`src/design/dpjq_pkg.sv`:
```
// package for the dedup priority job queue
// status codes, op codes, register index and default sizes; no dependencies
package dpjq_pkg;
  localparam int unsigned QueueDepthDef  = 16;
  localparam int unsigned CancelDepthDef = 16;
  localparam int unsigned KeyBitsDef     = 32;
  localparam int unsigned MaxJobsReset   = 16;

  localparam logic [1:0] MaxJobsAddr = 2'd0;

  localparam logic [1:0] OpSchedule   = 2'd0;
  localparam logic [1:0] OpTakeNext   = 2'd1;
  localparam logic [1:0] OpTakeCancel = 2'd2;

  localparam logic [2:0] StScheduled = 3'd0;
  localparam logic [2:0] StDupUpdate = 3'd1;
  localparam logic [2:0] StRejected  = 3'd2;
  localparam logic [2:0] StReturned  = 3'd3;
  localparam logic [2:0] StNone      = 3'd4;
  localparam logic [2:0] StEvicted   = 3'd5;
endpackage

```
`src/design/dedup_priority_job_queue_unit.sv`:
```
// top level of the dedup priority job queue
// depends on dpjq_pkg and dpjq_list
// one sequencer steps through the two list memories entry by entry: a read state, then a check state that may write
// one item at a time; the input is not ready until the result has been taken
// reset: counts cleared, max_jobs to 16, list contents undefined until written
module dedup_priority_job_queue_unit import dpjq_pkg::*; #(
  parameter int unsigned QUEUE_DEPTH  = QueueDepthDef,
  parameter int unsigned CANCEL_DEPTH = CancelDepthDef,
  parameter int unsigned KEY_BITS     = KeyBitsDef
) (
  input  logic        clk_i,
  input  logic        rst_ni,
  input  logic        in_valid_i,
  output logic        in_ready_o,
  input  logic [1:0]  op_i,
  input  logic [31:0] job_key_i,
  input  logic        job_empty_i,
  input  logic [7:0]  priority_req_i,
  output logic        out_valid_o,
  input  logic        out_ready_i,
  output logic [2:0]  status_o,
  output logic [31:0] out_key_o,
  output logic [31:0] evicted_key_o,
  output logic        has_scheduled_o,
  output logic        has_cancelled_o,
  output logic        cancel_overflow_o,
  input  logic        psel,
  input  logic        penable,
  input  logic        pwrite,
  input  logic [1:0]  paddr,
  input  logic [31:0] pwdata,
  output logic [31:0] prdata,
  output logic        pready
);
  localparam int unsigned QAW = (QUEUE_DEPTH > 1) ? $clog2(QUEUE_DEPTH) : 1;
  localparam int unsigned CAW = (CANCEL_DEPTH > 1) ? $clog2(CANCEL_DEPTH) : 1;
  localparam int unsigned QCW = $clog2(QUEUE_DEPTH + 1);
  localparam int unsigned CCW = $clog2(CANCEL_DEPTH + 1);
  localparam int unsigned SW  = KEY_BITS + 8;
  localparam int unsigned KOW = (KEY_BITS < 32) ? KEY_BITS : 32;

  typedef enum logic [3:0] {
    StIdle, StQRd, StQChk, StSchedDec, StEvRd, StEvChk, StCPush, StCRd, StCChk,
    StAppend, StCSrch, StCSrchChk, StMinRd, StMinChk, StOut
  } state_e;

  state_e           state_q;
  logic [4:0]       max_jobs_q;
  logic [QCW-1:0]   qcnt_q;
  logic [CCW-1:0]   ccnt_q;
  logic [1:0]       op_q;
  logic [KEY_BITS-1:0] key_q, ekey_q, okey_q;
  logic [7:0]       prio_q, best_prio_q;
  logic [QCW-1:0]   idx_q;       // walk index, scheduled list
  logic [CCW-1:0]   cidx_q;      // walk index, cancelled list
  logic [QCW-1:0]   best_q;
  logic             compact_q;   // walk is shifting entries down
  logic [2:0]       status_q;
  logic             ovf_q;
  logic [QCW-1:0]   lim;

  // scheduled list memory
  logic             q_we;
  logic [QAW-1:0]   q_waddr, q_raddr;
  logic [SW-1:0]    q_wdata, q_rdata;
  // cancelled list memory
  logic             c_we;
  logic [CAW-1:0]   c_waddr, c_raddr;
  logic [KEY_BITS-1:0] c_wdata, c_rdata;

  function automatic logic priority_req_lt(input logic [7:0] a, input logic [7:0] b);
    priority_req_lt = (a < b);
  endfunction

  dpjq_list #(.Depth(QUEUE_DEPTH), .DataW(SW)) u_sched (
    .clk_i, .we_i(q_we), .waddr_i(q_waddr), .wdata_i(q_wdata),
    .raddr_i(q_raddr), .rdata_o(q_rdata)
  );
  dpjq_list #(.Depth(CANCEL_DEPTH), .DataW(KEY_BITS)) u_cancel (
    .clk_i, .we_i(c_we), .waddr_i(c_waddr), .wdata_i(c_wdata),
    .raddr_i(c_raddr), .rdata_o(c_rdata)
  );

  // effective limit: zero acts as one, clipped to the depth
  always_comb begin
    if (max_jobs_q == 5'd0) begin
      lim = QCW'(1);
    end else if (32'(max_jobs_q) > QUEUE_DEPTH) begin
      lim = QCW'(QUEUE_DEPTH);
    end else begin
      lim = QCW'(max_jobs_q);
    end
  end

  assign pready = 1'b1;
  assign prdata = (paddr == MaxJobsAddr) ? {27'd0, max_jobs_q} : 32'd0;
  assign in_ready_o = (state_q == StIdle);
  assign out_valid_o = (state_q == StOut);
  assign status_o = status_q;
  assign out_key_o = 32'(okey_q[KOW-1:0]);
  assign evicted_key_o = 32'(ekey_q[KOW-1:0]);
  assign has_scheduled_o = (qcnt_q != '0);
  assign has_cancelled_o = (ccnt_q != '0);
  assign cancel_overflow_o = ovf_q;

  // memory addressing: walks read idx, compaction writes idx-1
  always_comb begin
    q_raddr = idx_q[QAW-1:0];
    c_raddr = cidx_q[CAW-1:0];
    q_we = 1'b0;
    q_waddr = idx_q[QAW-1:0];
    q_wdata = q_rdata;
    c_we = 1'b0;
    c_waddr = cidx_q[CAW-1:0];
    c_wdata = c_rdata;
    case (state_q)
      StQChk: begin
        // duplicate found: lower priority in place
        if (q_rdata[SW-1:8] == key_q && priority_req_lt(prio_q, q_rdata[7:0])) begin
          q_we = 1'b1;
          q_wdata = {key_q, prio_q};
        end
      end
      StEvChk, StMinChk: begin
        if (compact_q) begin
          q_we = 1'b1;
          q_waddr = QAW'(idx_q - QCW'(1));
        end
      end
      StCChk, StCSrchChk: begin
        if (compact_q) begin
          c_we = 1'b1;
          c_waddr = CAW'(cidx_q - CCW'(1));
        end
      end
      StCPush: begin
        c_we = 1'b1;
        c_waddr = cidx_q[CAW-1:0];
        c_wdata = ekey_q;
      end
      StAppend: begin
        q_we = (qcnt_q < QCW'(QUEUE_DEPTH));
        q_waddr = qcnt_q[QAW-1:0];
        q_wdata = {key_q, prio_q};
      end
      default: ;
    endcase
  end

  always_ff @(posedge clk_i or negedge rst_ni) begin
    if (!rst_ni) begin
      state_q <= StIdle;
      max_jobs_q <= 5'(MaxJobsReset);
      qcnt_q <= '0;
      ccnt_q <= '0;
      op_q <= '0;
      key_q <= '0;
      ekey_q <= '0;
      okey_q <= '0;
      prio_q <= '0;
      best_prio_q <= '0;
      idx_q <= '0;
      cidx_q <= '0;
      best_q <= '0;
      compact_q <= 1'b0;
      status_q <= StNone;
      ovf_q <= 1'b0;
    end else begin
      if (psel && penable && pwrite && paddr == MaxJobsAddr) begin
        max_jobs_q <= pwdata[4:0];
      end
      case (state_q)
        StIdle: begin
          if (in_valid_i) begin
            op_q <= op_i;
            key_q <= KEY_BITS'(job_key_i);
            prio_q <= priority_req_i;
            ekey_q <= '0;
            okey_q <= '0;
            ovf_q <= 1'b0;
            idx_q <= '0;
            cidx_q <= '0;
            compact_q <= 1'b0;
            status_q <= StNone;
            case (op_i)
              OpSchedule: begin
                if (job_empty_i) begin
                  status_q <= StRejected;
                  state_q <= StOut;
                end else if (qcnt_q == '0) begin
                  state_q <= StSchedDec;
                end else begin
                  state_q <= StQRd;
                end
              end
              OpTakeNext: begin
                if (qcnt_q != '0) begin
                  state_q <= StMinRd;
                  best_q <= '0;
                  best_prio_q <= 8'hff;
                end else begin
                  state_q <= StOut;
                end
              end
              OpTakeCancel: begin
                // pop head: compact from entry 1
                if (ccnt_q != '0) begin
                  state_q <= StCRd;
                end else begin
                  state_q <= StOut;
                end
              end
              default: state_q <= StOut;
            endcase
          end
        end
        // duplicate search over the scheduled list
        StQRd: state_q <= StQChk;
        StQChk: begin
          if (q_rdata[SW-1:8] == key_q) begin
            status_q <= StDupUpdate;
            state_q <= StOut;
          end else if (idx_q + QCW'(1) >= qcnt_q) begin
            state_q <= StSchedDec;
          end else begin
            idx_q <= idx_q + QCW'(1);
            state_q <= StQRd;
          end
        end
        StSchedDec: begin
          if (qcnt_q >= lim) begin
            status_q <= StEvicted;
            idx_q <= '0;
            compact_q <= 1'b0;
            state_q <= StEvRd;
          end else begin
            status_q <= StScheduled;
            state_q <= StAppend;
          end
        end
        // eviction: read head, then shift the rest down
        StEvRd: state_q <= StEvChk;
        StEvChk: begin
          if (!compact_q) begin
            ekey_q <= q_rdata[SW-1:8];
          end
          if (idx_q + QCW'(1) >= qcnt_q) begin
            qcnt_q <= qcnt_q - QCW'(1);
            // cancelled push: drop head when full
            if (ccnt_q >= CCW'(CANCEL_DEPTH)) begin
              ovf_q <= 1'b1;
              cidx_q <= CCW'(1);
              compact_q <= 1'b1;
              state_q <= (CANCEL_DEPTH > 1) ? StCRd : StCPush;
              if (CANCEL_DEPTH <= 1) begin
                ccnt_q <= ccnt_q - CCW'(1);
                cidx_q <= '0;
              end
            end else begin
              cidx_q <= ccnt_q;
              state_q <= StCPush;
            end
          end else begin
            idx_q <= idx_q + QCW'(1);
            compact_q <= 1'b1;
            state_q <= StEvRd;
          end
        end
        // cancelled head removal, shared by overflow drop and take-cancelled
        StCRd: begin
          if (cidx_q >= ccnt_q) begin
            ccnt_q <= ccnt_q - CCW'(1);
            if (op_q == OpSchedule) begin
              cidx_q <= ccnt_q - CCW'(1);
              state_q <= StCPush;
            end else begin
              status_q <= StReturned;
              state_q <= StOut;
            end
          end else begin
            state_q <= StCChk;
          end
        end
        StCChk: begin
          if (!compact_q) begin
            okey_q <= c_rdata;
            compact_q <= 1'b1;
          end
          cidx_q <= cidx_q + CCW'(1);
          state_q <= StCRd;
        end
        StCPush: begin
          ccnt_q <= ccnt_q + CCW'(1);
          state_q <= StAppend;
        end
        StAppend: begin
          if (qcnt_q < QCW'(QUEUE_DEPTH)) begin
            qcnt_q <= qcnt_q + QCW'(1);
          end
          cidx_q <= '0;
          compact_q <= 1'b0;
          state_q <= (ccnt_q != '0) ? StCSrch : StOut;
        end
        // remove the new key from the cancelled list if present
        StCSrch: begin
          if (cidx_q >= ccnt_q) begin
            if (compact_q) begin
              ccnt_q <= ccnt_q - CCW'(1);
            end
            state_q <= StOut;
          end else begin
            state_q <= StCSrchChk;
          end
        end
        StCSrchChk: begin
          if (!compact_q && c_rdata == key_q) begin
            compact_q <= 1'b1;
          end
          cidx_q <= cidx_q + CCW'(1);
          state_q <= StCSrch;
        end
        // take-next: first pass finds the minimum, second compacts past it
        StMinRd: begin
          if (idx_q >= qcnt_q) begin
            if (compact_q) begin
              qcnt_q <= qcnt_q - QCW'(1);
              status_q <= StReturned;
              state_q <= StOut;
            end else begin
              compact_q <= 1'b1;
              idx_q <= best_q + QCW'(1);
            end
          end else begin
            state_q <= StMinChk;
          end
        end
        StMinChk: begin
          if (!compact_q) begin
            if (idx_q == '0 || q_rdata[7:0] < best_prio_q) begin
              best_q <= idx_q;
              best_prio_q <= q_rdata[7:0];
              okey_q <= q_rdata[SW-1:8];
            end
          end
          idx_q <= idx_q + QCW'(1);
          state_q <= StMinRd;
        end
        StOut: begin
          if (out_ready_i) begin
            state_q <= StIdle;
          end
        end
        default: state_q <= StIdle;
      endcase
    end
  end
endmodule

```
`src/design/dpjq_list.sv`:
```
// one ordered list in a memory with a registered read port, searched and compacted entry by entry by the top level
// depends on dpjq_pkg
module dpjq_list import dpjq_pkg::*; #(
  parameter int unsigned Depth = 16,
  parameter int unsigned DataW = 40,
  localparam int unsigned AW = (Depth > 1) ? $clog2(Depth) : 1
) (
  input  logic             clk_i,
  input  logic             we_i,
  input  logic [AW-1:0]    waddr_i,
  input  logic [DataW-1:0] wdata_i,
  input  logic [AW-1:0]    raddr_i,
  output logic [DataW-1:0] rdata_o
);
  logic [DataW-1:0] mem_q [Depth];
  logic [DataW-1:0] rdata_q;

  always_ff @(posedge clk_i) begin
    if (we_i) begin
      mem_q[waddr_i] <= wdata_i;
    end
    rdata_q <= mem_q[raddr_i];
  end
  assign rdata_o = rdata_q;
endmodule
```
`config.mk`:
```
export PLATFORM = sky130hd
export DESIGN_NAME = dedup_priority_job_queue_unit
export DESIGN_NICKNAME = d
export VERILOG_FILES = /design/src/design/dpjq_pkg.sv /design/src/design/dedup_priority_job_queue_unit.sv /design/src/design/dpjq_list.sv
export SDC_FILE = /design/constraint.sdc
export NUM_CORES = 2
export LEC_CHECK = 0
export BUFFER_PORTS_ARGS = -buffer_cell sky130_fd_sc_hd__clkbuf_2
export CORE_ASPECT_RATIO = 0.6
export CORE_MARGIN = 2
export CORE_UTILIZATION = 55
export DETAILED_ROUTE_END_ITERATION = 10
export MAX_ROUTING_LAYER = met4
export PLACE_DENSITY = 0.82
export SYNTH_ARGS = -nofsm -noshare
export SYNTH_HDL_FRONTEND = slang
export SYNTH_SLANG_ARGS = --single-unit
```
`constraint.sdc`:
```
create_clock -name clk_i -period 17.5 [get_ports clk_i]
set_input_delay 0.875 -clock clk_i [delete_from_list [all_inputs] [get_ports clk_i]]
set_output_delay 0.875 -clock clk_i [all_outputs]
set_load 0.02 [all_outputs]
```
==> metrics.txt <==
Pint=6.91 mW; top post-synthesis cells by area=edfxtp_1 (62%), mux4_2 (9.8%), dfrtp_1 (6.8%), mux2_2 (3.1%), dfxtp_1 (2.6%); Final Non-Filler Cells=4,711; Synth Register Bits=1,377; worst-skew pair later-pin latency=0.74 ns; RSZ-0062 raised after global routing=no; fraction of layout cells with a size suffix above 1=24.4%; Mapped Area=55,800 um^2; # port buffers=133; Max Cap Violations=0; power share of the combinational group=28.9%; Final setup viols=0; post-detail-place hpwl=79,300 um; Yosys Warn Count=0; Data arrival, critical path=5.86 ns; startpoint types=flip-flop; maximum vdd ir drop=0.0960 mV; vias in the first global route=30.8k; fin crit period=5.50 ns; Critical Path RT=17.85 ns; First-pass DRT Iterations=7; Cells after DPL=4,500; CP max-delay cell=nor4_1; drc violations=0; top post-synthesis cells by count=edfxtp_1 (1,152), mux4_2 (243), nand2_1 (204); total gr overflow=0; Synth Area in Simple Gates=3.65%; first-pass GRT wire length=207,000 um; Syn-to-layout area delta=10.6%; Post-Syn Instances=3,143; Sw Pwr=3.49 mW; r2r worst-path depth=8; Pwr Density=168 nW/um^2; Hold Buf Count CTS=0; area of the core=101,000 um^2; Synth Area in XOR/XNOR=1.30%; gr usage total=28.1%; Ports=189; Pleak=20.9 nW; largest family of logic cells by synthesized area=multiplexers; vias after detailed routing=31.5k; critical path cell sequence=xor2_1 > nor4_1 > nand4_1 > nor2_1 > a221oi_2 > buf_4 > nor3_2 > buf_4; CTS root buffer=clkbuf_16; status=finished, final reports clean; placed cell areas=58,000 um^2; Switching Fraction=33.5%; Hold WC Path Type=in -> async; synthesized area per cell=17.8 um^2; final period utilization=31.5%; Post-CTS Setup Repair Bufs=0; post-CTS resize count=0; initial antenna violation count=1; post-synthesis adder-cell area fraction=1.27%; largest net degree at the start of global routing=88; clock sink total=1,377; Fmax=182 MHz; post-synth cell types=83; Final ANT Viol Nets=0; Max H-tree Level=3; Final Max Tran Viols=0; Max Root-Sink Buffers=3; fin area=61,800 um^2; TNS Setup=0 ns; Synth top area share=62.0%; DR iter-0 viols=5,563; final hold viol count=0; CTS tree=built; RePlAce Congestion=0.945; WL/cell=30.3 um; crit-path max cell delay=1.17 ns; Via density=6.68; TritonCTS buffer count=110; mux contribution to synthesized area=15.3%; Most used DFF post-synth=edfxtp_1; Initial Utilization=55.5%; post-synthesis sequential area ratio=71.4%; critical path endpoint category=flip-flop; CP Class=reg -> reg; Clock power frac=24.9%; Worst-Margin Slew=1.38 ns; most used cell along the critical path=buf_4; setup skew after layout=0.0336 ns; relative slew slack=7.39%; Routed WL=143,000 um; DIE AREA=104,000 um^2; Sequential Power Share=46.2%; FFs w/ async S/R, synth=11.1%; chip width=415 um; most frequent cell after synthesis=edfxtp_1; Die H=251 um; worst hold slack=0.214 ns; EDFF count, synth=1,152; clock-pin slew on the worst setup and hold paths=0.07 ns; Layout Nets=3,418; row cnt=90; Synth Area in Compound Gates=4.94%; Util after Layout=61.4%; Yosys top cell by area=edfxtp_1; critical path fanouts, max=30
-- metal layers --
| metal | up-vias | track usage, % | part of all wire (%) |
|---|---|---|---|
| li1 | 12700 | - | - |
| met1 | 16000 | 39.3 | 38 |
| met2 | 2399 | 39.9 | 44 |
| met3 | 347 | 8.13 | 14 |
| met4 | 0 | 9.64 | 3.6 |
| met5 | - | - | 0 |
-- power by group through the flow --
stage	Combinational [mW]	Sequential (mW)	Clock (mW)
after floorplan	2.06	4.67	0
after global placement	2.81	4.83	0
after CTS	2.94	4.79	2.60
after detailed placement	2.91	4.85	0
final	3.00	4.81	2.59
after global routing	3.19	4.83	2.72
-- cell usage in the layout, fill, tap and decap left out, types with 43 or more instances in the layout --
cell type and count:
dfxtp_1 72, clkbuf_16 114, clkbuf_2 132, nand3_1 50, ha_1 55, dfrtp_1 144, mux4_2 243, mux2i_1 133
edfxtp_1 1152, o21ai_0 126, inv_1 44, nor2_1 43, nand2_1 202, a22oi_1 73, buf_4 63, mux2_2 152
xor2_1 55, a21oi_1 76
-- final timing paths --
kind,from,to,slack [ns]
hold reg to reg,out_key_o[28],out_key_o[28],0.49
max in group asynchronous,rst_ni,key_q[15],15.64
hold / removal,rst_ni,prio_q[3],0.21
setup reg to reg,key_q[23],u_sched.mem_q[15][33],12.00
min in group clk_i,job_key_i[14],key_q[14],0.38
setup / recovery,key_q[23],u_sched.mem_q[15][33],12.00
-- worst max-delay path: cells and delay by family (launching register included) --
kind | cells | cell delay [ns]
compound gates | 1 | 0.10
xor+xnor | 1 | 0.31
buf+inv | 2 | 0.87
flops | 1 | 0.47
simple gates | 4 | 3.31
-- metrics by stage --
step | power (mW) | setup slack [ns]
2_1_floorplan | 6.74 | 11.85
3_3_place_gp | 7.64 | 12.65
3_5_place_dp | 7.76 | 12.48
4_1_cts | 10.3 | 12.49
5_1_grt | 10.7 | 12.16
6_report | 10.4 | 12.00
-- logic make-up (layout without fill, tap and decap cells) --
logic type	after synthesis	count (layout)
muxes	530	530
buffers and inverters	244	450
and+or+nand+nor	440	440
DFF	1377	1377
xor gates and xnor gates	83	83
adders and majority gates	56	56
AOI/OAI and AO/OA	411	411
other	2	30
-- sequential cells by signal, summed over array words and instances (netlist names), 8 cells and up --
| name | cells |
|---|---|
| prio_q | 8 |
| u_sched.rdata_o | 40 |
| u_sched.mem_q | 640 |
| out_key_o | 32 |
| u_cancel.rdata_o | 32 |
| evicted_key_o | 32 |
| u_cancel.mem_q | 512 |
| best_prio_q | 8 |
| key_q | 32 |
-- cell type report --
type                    instances  area [um^2]
clock inverters                48          588
clock buffers                 161         3140
flip-flops and latches       1377        39900
repair buffers                196         1150
fillers                      6693        38800
multi-input cells            1548        15100
inverters                      45          169
diodes                          2         5.00
well taps                    1334         1670
Note: power is estimated with default switching activity, not from simulation.
